==> src/rtl/wpb_pkg.sv <==
package wpb_pkg;

    // item operation codes
    typedef enum logic [2:0] {
        OP_SET   = 3'd0,
        OP_GET   = 3'd1,
        OP_CLEAR = 3'd2,
        OP_FLUSH = 3'd3,
        OP_TICK  = 3'd4
    } t_op;

    // configuration register indexes
    typedef enum logic [2:0] {
        CFG_ZERO_HIGH = 3'd0,
        CFG_ZERO_LOW  = 3'd1,
        CFG_ONE_HIGH  = 3'd2,
        CFG_ONE_LOW   = 3'd3,
        CFG_LATCH_GAP = 3'd4
    } t_cfg_idx;

    // line sender phase
    typedef enum logic [1:0] {
        PH_IDLE = 2'd0,
        PH_HIGH = 2'd1,
        PH_LOW  = 2'd2,
        PH_GAP  = 2'd3
    } t_phase;

    localparam int unsigned PIX_BITS = 24;
    localparam int unsigned BIT_CNT_W = 5;
    localparam int unsigned TICK_W = 16;
    localparam int unsigned DUR_W = 8;

    localparam logic [DUR_W-1:0]  RST_ZERO_HIGH = 8'd3;
    localparam logic [DUR_W-1:0]  RST_ZERO_LOW  = 8'd7;
    localparam logic [DUR_W-1:0]  RST_ONE_HIGH  = 8'd6;
    localparam logic [DUR_W-1:0]  RST_ONE_LOW   = 8'd4;
    localparam logic [TICK_W-1:0] RST_LATCH_GAP = 16'd480;

    // commands from the controller to the datapath
    typedef struct packed {
        logic wr;        // store the set item at its index
        logic clr;       // zero the whole store
        logic rd_a;      // read the get item's pixel
        logic start;     // load first pixel, restart counters
        logic tc_inc;    // advance the tick counter
        logic tc_clr;    // restart the tick counter
        logic bit_next;  // move to the next bit of this pixel
        logic pix_next;  // load the next pixel
    } t_cmd;

    // datapath status for the controller
    typedef struct packed {
        logic idx_ok;     // pixel index is inside the store
        logic hi_done;    // high time of the current bit reached
        logic lo_done;    // low time of the current bit reached
        logic gap_done;   // latch gap reached
        logic last_bit;   // current bit is the last of its pixel
        logic last_pix;   // current pixel is the last of the store
    } t_status;

    // result flags of one item
    typedef struct packed {
        logic line;
        logic dirty;
        logic busy;
        logic acc;
        logic show_read;
    } t_res;

endpackage

==> src/rtl/wpb_ctrl.sv <==
module wpb_ctrl
    import wpb_pkg::*;
(
    input  logic       i_clk,
    input  logic       i_rst_n,
    input  logic       i_go,
    input  logic [2:0] i_op,
    input  t_status    i_status,
    output t_cmd       o_cmd,
    output t_res       o_res
);

    t_phase r_phase, n_phase;
    logic   r_dirty, n_dirty;
    logic   r_line, n_line;
    logic   busy;

    assign busy = (r_phase != PH_IDLE);

    // state registers
    always_ff @(posedge i_clk) begin
        if (!i_rst_n) begin
            r_phase <= PH_IDLE;
            r_dirty <= 1'b0;
            r_line  <= 1'b0;
        end else begin
            r_phase <= n_phase;
            r_dirty <= n_dirty;
            r_line  <= n_line;
        end
    end

    // item decode and sender sequencing
    always_comb begin
        n_phase         = r_phase;
        n_dirty         = r_dirty;
        n_line          = r_line;
        o_cmd           = '0;
        o_res.acc       = 1'b0;
        o_res.show_read = 1'b0;
        if (i_go) begin
            unique case (t_op'(i_op))
                OP_SET: begin
                    if (!busy && i_status.idx_ok) begin
                        o_cmd.wr  = 1'b1;
                        n_dirty   = 1'b1;
                        o_res.acc = 1'b1;
                    end
                end
                OP_GET: begin
                    if (i_status.idx_ok) begin
                        o_cmd.rd_a      = 1'b1;
                        o_res.acc       = 1'b1;
                        o_res.show_read = 1'b1;
                    end
                end
                OP_CLEAR: begin
                    if (!busy) begin
                        o_cmd.clr = 1'b1;
                        n_dirty   = 1'b1;
                        o_res.acc = 1'b1;
                    end
                end
                OP_FLUSH: begin
                    if (!busy && r_dirty) begin
                        o_cmd.start = 1'b1;
                        n_phase     = PH_HIGH;
                        o_res.acc   = 1'b1;
                    end
                end
                OP_TICK: begin
                    o_res.acc = 1'b1;
                    unique case (r_phase)
                        PH_HIGH: begin
                            n_line = 1'b1;
                            if (i_status.hi_done) begin
                                o_cmd.tc_clr = 1'b1;
                                n_phase      = PH_LOW;
                            end else begin
                                o_cmd.tc_inc = 1'b1;
                            end
                        end
                        PH_LOW: begin
                            n_line = 1'b0;
                            if (i_status.lo_done) begin
                                o_cmd.tc_clr = 1'b1;
                                if (!i_status.last_bit) begin
                                    o_cmd.bit_next = 1'b1;
                                    n_phase        = PH_HIGH;
                                end else if (!i_status.last_pix) begin
                                    o_cmd.pix_next = 1'b1;
                                    n_phase        = PH_HIGH;
                                end else begin
                                    n_phase = PH_GAP;
                                end
                            end else begin
                                o_cmd.tc_inc = 1'b1;
                            end
                        end
                        PH_GAP: begin
                            n_line = 1'b0;
                            if (i_status.gap_done) begin
                                o_cmd.tc_clr = 1'b1;
                                n_phase      = PH_IDLE;
                                n_dirty      = 1'b0;
                            end else begin
                                o_cmd.tc_inc = 1'b1;
                            end
                        end
                        default: begin
                            n_line       = 1'b0;
                            o_cmd.tc_clr = 1'b1;
                        end
                    endcase
                end
                default: begin
                end
            endcase
        end
        o_res.line  = n_line;
        o_res.dirty = n_dirty;
        o_res.busy  = (n_phase != PH_IDLE);
    end

endmodule

==> src/rtl/wpb_datapath.sv <==
module wpb_datapath
    import wpb_pkg::*;
#(
    parameter int unsigned PIXELS = 8
) (
    input  logic                i_clk,
    input  logic                i_rst_n,
    input  t_cmd                i_cmd,
    output t_status             o_status,
    input  logic                i_cfg_wr,
    input  logic [2:0]          i_cfg_index,
    input  logic [TICK_W-1:0]   i_cfg_data,
    input  logic [7:0]          i_pixel_index,
    input  logic [7:0]          i_red,
    input  logic [7:0]          i_green,
    input  logic [7:0]          i_blue,
    output logic [PIX_BITS-1:0] o_rd_data
);

    localparam int unsigned PW = (PIXELS > 1) ? $clog2(PIXELS) : 1;
    localparam logic [8:0]    PIX_LIM = 9'(PIXELS);
    localparam logic [PW-1:0] PIX_LAST = PW'(PIXELS - 1);
    localparam logic [BIT_CNT_W-1:0] BIT_LAST = BIT_CNT_W'(PIX_BITS - 1);

    logic [PIX_BITS-1:0]  r_mem [PIXELS];
    logic [PIXELS-1:0]    r_valid;
    logic [PIX_BITS-1:0]  r_rda;
    logic [PIX_BITS-1:0]  r_rdb;
    logic [DUR_W-1:0]     r_zero_high, r_zero_low, r_one_high, r_one_low;
    logic [TICK_W-1:0]    r_gap;
    logic [TICK_W-1:0]    r_tc, n_tc;
    logic [BIT_CNT_W-1:0] r_bitcnt;
    logic [PW-1:0]        r_pix;
    logic [PIX_BITS-1:0]  r_shift;
    logic [PW-1:0]        addr_a;
    logic [PW-1:0]        addr_b;
    logic [PIX_BITS-1:0]  wdata;
    logic                 cur_bit;
    logic [DUR_W-1:0]     hi_dur, lo_dur;

    assign addr_a = i_pixel_index[PW-1:0];
    assign wdata  = {i_red, i_green, i_blue};

    // prefetch address: the pixel after the current one; idle keeps the last
    // pixel selected, so the prefetch then points at pixel zero
    assign addr_b = (r_pix == PIX_LAST) ? '0 : r_pix + PW'(1);

    // configuration registers
    always_ff @(posedge i_clk) begin
        if (!i_rst_n) begin
            r_zero_high <= RST_ZERO_HIGH;
            r_zero_low  <= RST_ZERO_LOW;
            r_one_high  <= RST_ONE_HIGH;
            r_one_low   <= RST_ONE_LOW;
            r_gap       <= RST_LATCH_GAP;
        end else if (i_cfg_wr) begin
            unique case (t_cfg_idx'(i_cfg_index))
                CFG_ZERO_HIGH: r_zero_high <= i_cfg_data[DUR_W-1:0];
                CFG_ZERO_LOW:  r_zero_low  <= i_cfg_data[DUR_W-1:0];
                CFG_ONE_HIGH:  r_one_high  <= i_cfg_data[DUR_W-1:0];
                CFG_ONE_LOW:   r_one_low   <= i_cfg_data[DUR_W-1:0];
                CFG_LATCH_GAP: r_gap       <= i_cfg_data;
                default: begin
                end
            endcase
        end
    end

    // pixel store write port
    always_ff @(posedge i_clk) begin
        if (i_cmd.wr) begin
            r_mem[addr_a] <= wdata;
        end
    end

    // entry valid bits, an invalid entry reads as zero
    always_ff @(posedge i_clk) begin
        if (!i_rst_n || i_cmd.clr) begin
            r_valid <= '0;
        end else if (i_cmd.wr) begin
            r_valid[addr_a] <= 1'b1;
        end
    end

    // read port for get items
    always_ff @(posedge i_clk) begin
        if (i_cmd.rd_a) begin
            r_rda <= r_valid[addr_a] ? r_mem[addr_a] : '0;
        end
    end

    // prefetch read port, forwards a write or clear of this cycle
    always_ff @(posedge i_clk) begin
        if (i_cmd.clr) begin
            r_rdb <= '0;
        end else if (i_cmd.wr && (addr_a == addr_b)) begin
            r_rdb <= wdata;
        end else begin
            r_rdb <= r_valid[addr_b] ? r_mem[addr_b] : '0;
        end
    end

    assign o_rd_data = r_rda;

    // bit timing compares against the tick count after this tick
    assign cur_bit = r_shift[PIX_BITS-1];
    assign hi_dur  = cur_bit ? r_one_high : r_zero_high;
    assign lo_dur  = cur_bit ? r_one_low : r_zero_low;
    assign n_tc    = r_tc + TICK_W'(1);

    always_comb begin
        o_status.idx_ok   = ({1'b0, i_pixel_index} < PIX_LIM);
        o_status.hi_done  = (n_tc >= TICK_W'(hi_dur));
        o_status.lo_done  = (n_tc >= TICK_W'(lo_dur));
        o_status.gap_done = (n_tc >= r_gap);
        o_status.last_bit = (r_bitcnt == BIT_LAST);
        o_status.last_pix = (r_pix == PIX_LAST);
    end

    // tick, bit and pixel counters
    always_ff @(posedge i_clk) begin
        if (!i_rst_n) begin
            r_tc     <= '0;
            r_bitcnt <= '0;
            r_pix    <= PIX_LAST;
        end else begin
            if (i_cmd.start || i_cmd.tc_clr) begin
                r_tc <= '0;
            end else if (i_cmd.tc_inc) begin
                r_tc <= n_tc;
            end
            if (i_cmd.start) begin
                r_bitcnt <= '0;
                r_pix    <= '0;
            end else if (i_cmd.pix_next) begin
                r_bitcnt <= '0;
                r_pix    <= r_pix + PW'(1);
            end else if (i_cmd.bit_next) begin
                r_bitcnt <= r_bitcnt + BIT_CNT_W'(1);
            end
        end
    end

    // current pixel, sent msb first
    always_ff @(posedge i_clk) begin
        if (i_cmd.start || i_cmd.pix_next) begin
            r_shift <= r_rdb;
        end else if (i_cmd.bit_next) begin
            r_shift <= {r_shift[PIX_BITS-2:0], 1'b0};
        end
    end

endmodule

==> src/rtl/ws2812_pixel_buffer_transmitter.sv <==
// Pixel buffer with a one-wire serial LED line encoder.
// Input channel (i_in_valid / o_in_stall) takes one item per cycle unless stalled: set,
// get, clear, flush or tick, with pixel index and color fields. Each item
// gives exactly one result on the output channel (o_out_valid / i_out_stall):
// line level, read color, dirty, busy and accepted flags.
// Results pass the read stage, then the output register; with no stall on the
// output the block sustains one item per clock. Each tick item moves the line
// encoder one step, so bit timing is counted in tick items, not clocks.
// The store is a memory with one read port for gets and one prefetch port
// that fetches the next pixel to send; clear zeroes all its valid bits.
// Configuration writes (i_cfg_valid / o_cfg_ready) set the four bit timing
// values and the latch gap, and are always taken; write them while idle.
// Reset: store reads as all zeros, line low, clean and idle, timing values
// back to defaults. There is no clearing pass.
// When the receiver stalls, the result waits in the output register, one
// more item can enter the read stage, and after that o_in_stall rises.
module ws2812_pixel_buffer_transmitter
    import wpb_pkg::*;
#(
    parameter int unsigned PIXELS = 8
) (
    input  logic        i_clk,
    input  logic        i_rst_n,
    input  logic        i_in_valid,
    output logic        o_in_stall,
    input  logic [2:0]  i_op,
    input  logic [7:0]  i_pixel_index,
    input  logic [7:0]  i_red,
    input  logic [7:0]  i_green,
    input  logic [7:0]  i_blue,
    output logic        o_out_valid,
    input  logic        i_out_stall,
    output logic        o_line_level,
    output logic [7:0]  o_read_red,
    output logic [7:0]  o_read_green,
    output logic [7:0]  o_read_blue,
    output logic        o_dirty,
    output logic        o_busy_res,
    output logic        o_accepted,
    input  logic        i_cfg_valid,
    output logic        o_cfg_ready,
    input  logic [2:0]  i_cfg_index,
    input  logic [15:0] i_cfg_data
);

    t_cmd                cmd;
    t_status             status;
    t_res                res;
    t_res                r_s1_res;
    logic                r_s1_valid;
    logic                r_out_valid;
    logic [PIX_BITS-1:0] rd_data;
    logic                accept_in;
    logic                s1_adv;

    // handshake
    assign s1_adv      = r_s1_valid && (!r_out_valid || !i_out_stall);
    assign o_in_stall  = r_s1_valid && !s1_adv;
    assign accept_in   = i_in_valid && !o_in_stall;
    assign o_cfg_ready = 1'b1;
    assign o_out_valid = r_out_valid;

    wpb_ctrl u_ctrl (
        .i_clk    (i_clk),
        .i_rst_n  (i_rst_n),
        .i_go     (accept_in),
        .i_op     (i_op),
        .i_status (status),
        .o_cmd    (cmd),
        .o_res    (res)
    );

    wpb_datapath #(
        .PIXELS (PIXELS)
    ) u_datapath (
        .i_clk         (i_clk),
        .i_rst_n       (i_rst_n),
        .i_cmd         (cmd),
        .o_status      (status),
        .i_cfg_wr      (i_cfg_valid),
        .i_cfg_index   (i_cfg_index),
        .i_cfg_data    (i_cfg_data),
        .i_pixel_index (i_pixel_index),
        .i_red         (i_red),
        .i_green       (i_green),
        .i_blue        (i_blue),
        .o_rd_data     (rd_data)
    );

    // read stage: item flags wait here for the store read data
    always_ff @(posedge i_clk) begin
        if (!i_rst_n) begin
            r_s1_valid <= 1'b0;
        end else if (accept_in) begin
            r_s1_valid <= 1'b1;
        end else if (s1_adv) begin
            r_s1_valid <= 1'b0;
        end
    end

    always_ff @(posedge i_clk) begin
        if (accept_in) begin
            r_s1_res <= res;
        end
    end

    // output register
    always_ff @(posedge i_clk) begin
        if (!i_rst_n) begin
            r_out_valid <= 1'b0;
        end else if (s1_adv) begin
            r_out_valid <= 1'b1;
        end else if (!i_out_stall) begin
            r_out_valid <= 1'b0;
        end
    end

    always_ff @(posedge i_clk) begin
        if (s1_adv) begin
            o_line_level <= r_s1_res.line;
            o_dirty      <= r_s1_res.dirty;
            o_busy_res   <= r_s1_res.busy;
            o_accepted   <= r_s1_res.acc;
            o_read_red   <= r_s1_res.show_read ? rd_data[23:16] : 8'd0;
            o_read_green <= r_s1_res.show_read ? rd_data[15:8] : 8'd0;
            o_read_blue  <= r_s1_res.show_read ? rd_data[7:0] : 8'd0;
        end
    end

endmodule
==> config.mk <==
export PLATFORM = sky130hd
export DESIGN_NAME = ws2812_pixel_buffer_transmitter
export DESIGN_NICKNAME = d
export VERILOG_FILES = /design/src/rtl/wpb_pkg.sv /design/src/rtl/wpb_ctrl.sv /design/src/rtl/wpb_datapath.sv /design/src/rtl/ws2812_pixel_buffer_transmitter.sv
export SDC_FILE = /design/constraint.sdc
export NUM_CORES = 1
export LEC_CHECK = 0
export ABC_AREA = 1
export BUFFER_PORTS_ARGS = -buffer_cell sky130_fd_sc_hd__buf_2
export CAP_MARGIN = 20
export CORE_MARGIN = 2
export CORE_UTILIZATION = 45
export CTS_BUF_LIST = sky130_fd_sc_hd__clkbuf_8
export CTS_CLUSTER_DIAMETER = 30
export DETAILED_ROUTE_END_ITERATION = 12
export PLACE_DENSITY = 0.69
export SLEW_MARGIN = 0
export SYNTH_ARGS = -nofsm -noshare
export SYNTH_HDL_FRONTEND = slang
export SYNTH_SLANG_ARGS = --single-unit
==> constraint.sdc <==
create_clock -name i_clk -period 6.99 [get_ports i_clk]
set_clock_uncertainty 0.05 [all_clocks]
set_input_delay 0.3495 -clock i_clk [delete_from_list [all_inputs] [get_ports i_clk]]
set_output_delay 0.3495 -clock i_clk [all_outputs]
set_load 0.02 [all_outputs]
==> summary.md <==
| Metric | Value |
|---|---|
| Fin Setup TNS | `0 ns` |
| Pre-antenna DRT Iters | `5` |
| CP Cell Sequence | `nor2_1, a21oi_1, ha_1, inv_1, nand2_1, nand2_1, nand2_1, nand2_1, nand2_1, nand2_1, nand2_1, nand2_1, nand3_1, nor2_2, nor2_1, nand2_2, nand2_4, inv_4, nand2_1` |
| Synth Area in Compound Gates | `15.0%` |
| Crit path launch | `u_datapath.r_shift[23]` |
| First-pass GRT wire length | `75,100 um` |
| Synthesized Nets | `2,023` |
| Prevailing post-synth register cell | `edfxtp_1` |
| DRC errors left | `0` |
| Post-synthesis cell area | `0.0178 mm^2` |
| Post-synth top area share | `45.9%` |
| Slew @ Worst Pin | `1.12 ns` |
| Area grow syn2layout | `18.2%` |
| Final net count | `2,165` |
| # rows | `72` |
| Most used cell along the critical path | `nand2_1` |
| GPL Wtd Cong | `0.856` |
| Clock Tree Buf Depth | `3` |
| WL final | `48,000 um` |
| Cell Area, Placed | `0.0188 mm^2` |
| Simple-gate share of the synthesized area | `17.1%` |
| Post-CTS Resized | `0` |
| DP Wirelength | `28,700 um` |
| Synth area leaders | `edfxtp_1 46%, dfxtp_1 12%, nand2_1 7.6%` |
| Overflow after GRT | `0` |
| Lkg Pwr | `8.44 nW` |
| Clock sink count | `383` |
| Initial DRC count | `1,403` |
| Register area share after synthesis | `58.3%` |
| TritonCTS Buffers | `86` |
| Mapped Cells | `1,928` |
| Die Ht | `203 um` |
| Die width | `203 um` |
| CTS tree | `yes` |
| Clock root buffer | `clkbuf_8` |
| Max-Cap Viols | `0` |
| I/O pins | `90` |
| # fillers | `3,409` |
| Max-slew violations | `0` |
| Core Box Area | `0.0389 mm^2` |
| Avg Inst Size Synth | `9.26 um^2` |
| Hold Buf Count CTS | `40` |
| Seq cells post-synth | `383` |
| Post-CTS setup buffers | `0` |
| Final hold vios | `0` |
| Largest family of logic cells by synthesized area | `simple AND/OR/NAND/NOR gates` |
| Number of vias in the routed layout | `14,632` |
| Wire per inst | `18.1 um` |
| Starting Density | `45.9%` |
| Initial antenna violation count | `1` |
| Required time of the critical path | `7.10 ns` |
| GRT Total Usage | `23.2%` |
| CP max-delay cell | `edfxtp_1` |
| RSZ-0062 raised after global routing | `no` |
| Normalized max-slew margin | `25.5%` |
| Via density per instance | `5.50` |
| Share of layout cells above drive strength 1 | `14.3%` |
| RR Startpoint | `u_datapath.r_shift[23]` |
| Clk pin slew, worst setup/hold paths | `0.06 ns` |
| Post-route cell area | `0.0211 mm^2` |
| DIE AREA | `0.0413 mm^2` |
| Power Density | `255 mW/mm^2` |
| Clk_lat worst skew | `0.64 ns` |
| Number of diodes | `0` |
| Post-synth cell types | `49` |
| Minimum clock period | `4.06 ns` |
| Largest net degree at the start of global routing | `108` |
| Xor-xnor portion of the synthesized cell area | `0.442%` |
| Mux contribution to synthesized area | `0.449%` |
| Run status | `finished, final reports clean` |
| Port Buf Inserts | `88` |
| Routed Antenna Nets | `0` |
| Crit Path Category | `reg2reg` |
| Setup Viol. Count Final | `0` |
| Endpoint type of the worst setup path | `register` |
| Syn. warnings | `0` |
| Fmax | `246 MHz` |
| Synth Area in Adders | `2.52%` |
| Hold Startpoint | `i_cfg_data[4]` |
| Peak supply drop | `213 uV` |
| Delay of the slowest critical-path stage | `0.96 ns` |
| Async SR Flop Fraction | `0%` |
| Worst Path Max Fanout | `28` |
| Fin crit share | `58.1%` |
| Arr. time, crit path | `4.17 ns` |
| Worst Hold Class | `in2reg` |
| Vias in the first global route | `14,073` |
| # H-tree levels | `3` |
| Area leader, netlist | `edfxtp_1` |
| EDFF count, synth | `273` |
| Crit path launch type | `register` |
Yosys cell counts, types with 2 or more instances:
cell type,count
nand2_1,360
edfxtp_1,273
nor2_1,236
o21ai_0,225
inv_1,178
a21oi_1,134
dfxtp_1,110
nand3_1,89
clkbuf_1,81
o211ai_1,53
ha_1,36
a41oi_1,24
nand4_1,12
buf_1,11
a21oi_2,10
nor3_1,9
mux2i_1,8
nand2_2,8
xor2_1,8
buf_4,5
clkinv_1,5
nor2_2,5
nor2_4,5
o221ai_1,5
o21ba_2,4
buf_2,3
nand3_2,3
a22oi_1,2
and2_1,2
nand3b_1,2
nor4_1,2
o21a_1,2
o21ai_1,2
cell usage in the layout, fill, tap and decap left out, types with 10 or more instances in the layout:
cell type / n
nand3_1: 89
a21oi_2: 10
nor2_2: 14
dfxtp_1: 110
dlygate4sd3_1: 40
edfxtp_1: 273
clkbuf_8: 89
ha_1: 36
a41oi_1: 24
a21oi_1: 133
buf_4: 28
inv_1: 197
nor2_1: 225
clkinv_2: 14
buf_2: 87
nand4_1: 12
bufinv_16: 10
o21ai_0: 225
nand2_1: 360
o211ai_1: 53
registers in the layout, summed over array words and instances, names as in the netlist, 16 cells and up:
name / cells
u_datapath.r_tc: 16
u_datapath.r_shift: 24
u_datapath.r_rdb: 24
u_datapath.o_rd_data: 24
u_datapath.r_mem: 192
u_datapath.r_gap: 16
final timing paths:
check	endpoint	slack, ns	cells after the start
setup / recovery	u_datapath.r_shift[17]	2.93	19
hold reg to reg	o_dirty	0.38	0
setup reg to reg	u_datapath.r_shift[17]	2.93	19
hold / removal	u_datapath.r_zero_high[4]	0.04	3
metrics by stage:
stage          setup slack [ns]  utilization, %  instances  total power [W]  hold WS, ns
3_3_place_gp               3.12            48.3       2460          0.00272        0.354
2_1_floorplan              3.69               -       1928          0.00263        0.350
6_report                   2.93            54.2       2659          0.00539       0.0414
5_1_grt                    2.54            54.2       2659          0.00557       0.0270
3_5_place_dp               3.00            48.3       2460          0.00273        0.355
4_1_cts                    2.94            54.2       2659          0.00543      0.00509
per-layer routing:
layer | wire (um) | up-vias | global-route usage [%] | part of all wire, %
met5 | 0 | - | 0 | 0
met4 | 1290 | 0 | 9.46 | 2.7
met2 | 22900 | 672 | 38.3 | 48
li1 | - | 6933 | - | -
met3 | 3960 | 101 | 4.43 | 8.3
met1 | 19900 | 6926 | 30.2 | 41
critical path, delay by kind of cell (launching register included):
kind	cells	cell delay, ns
simple gates	15	1.77
fa+ha+maj	1	0.27
compound gates	1	0.19
flops	1	0.96
buf+inv	2	0.33
where the power goes:
group / internal [W] / switching [W]
logic: 0.0000753 / 0.000166
clock network: 0.00159 / 0.00109
registers: 0.00245 / 0.00000806
logic make-up after synthesis:
family                   after synthesis
XOR/XNOR                               9
adder cells (fa/ha/maj)               36
flip-flops                           383
AO/OA/AOI/OAI                        467
buffers and inverters                286
multiplexers                           8
AND/OR/NAND/NOR                      738
other                                  1
layout make-up:
type | instances | area (um^2) | area share (%)
clock buffers | 89 | 1220 | 5.81
inverters | 185 | 697 | 3.30
flip-flops and latches | 383 | 10400 | 49.3
clock inverters | 70 | 666 | 3.16
multi-input cells | 1259 | 6410 | 30.4
well taps | 518 | 648 | 3.07
repair buffers | 155 | 1050 | 4.96
No activity file was read; power rests on OpenSTA's default activity.
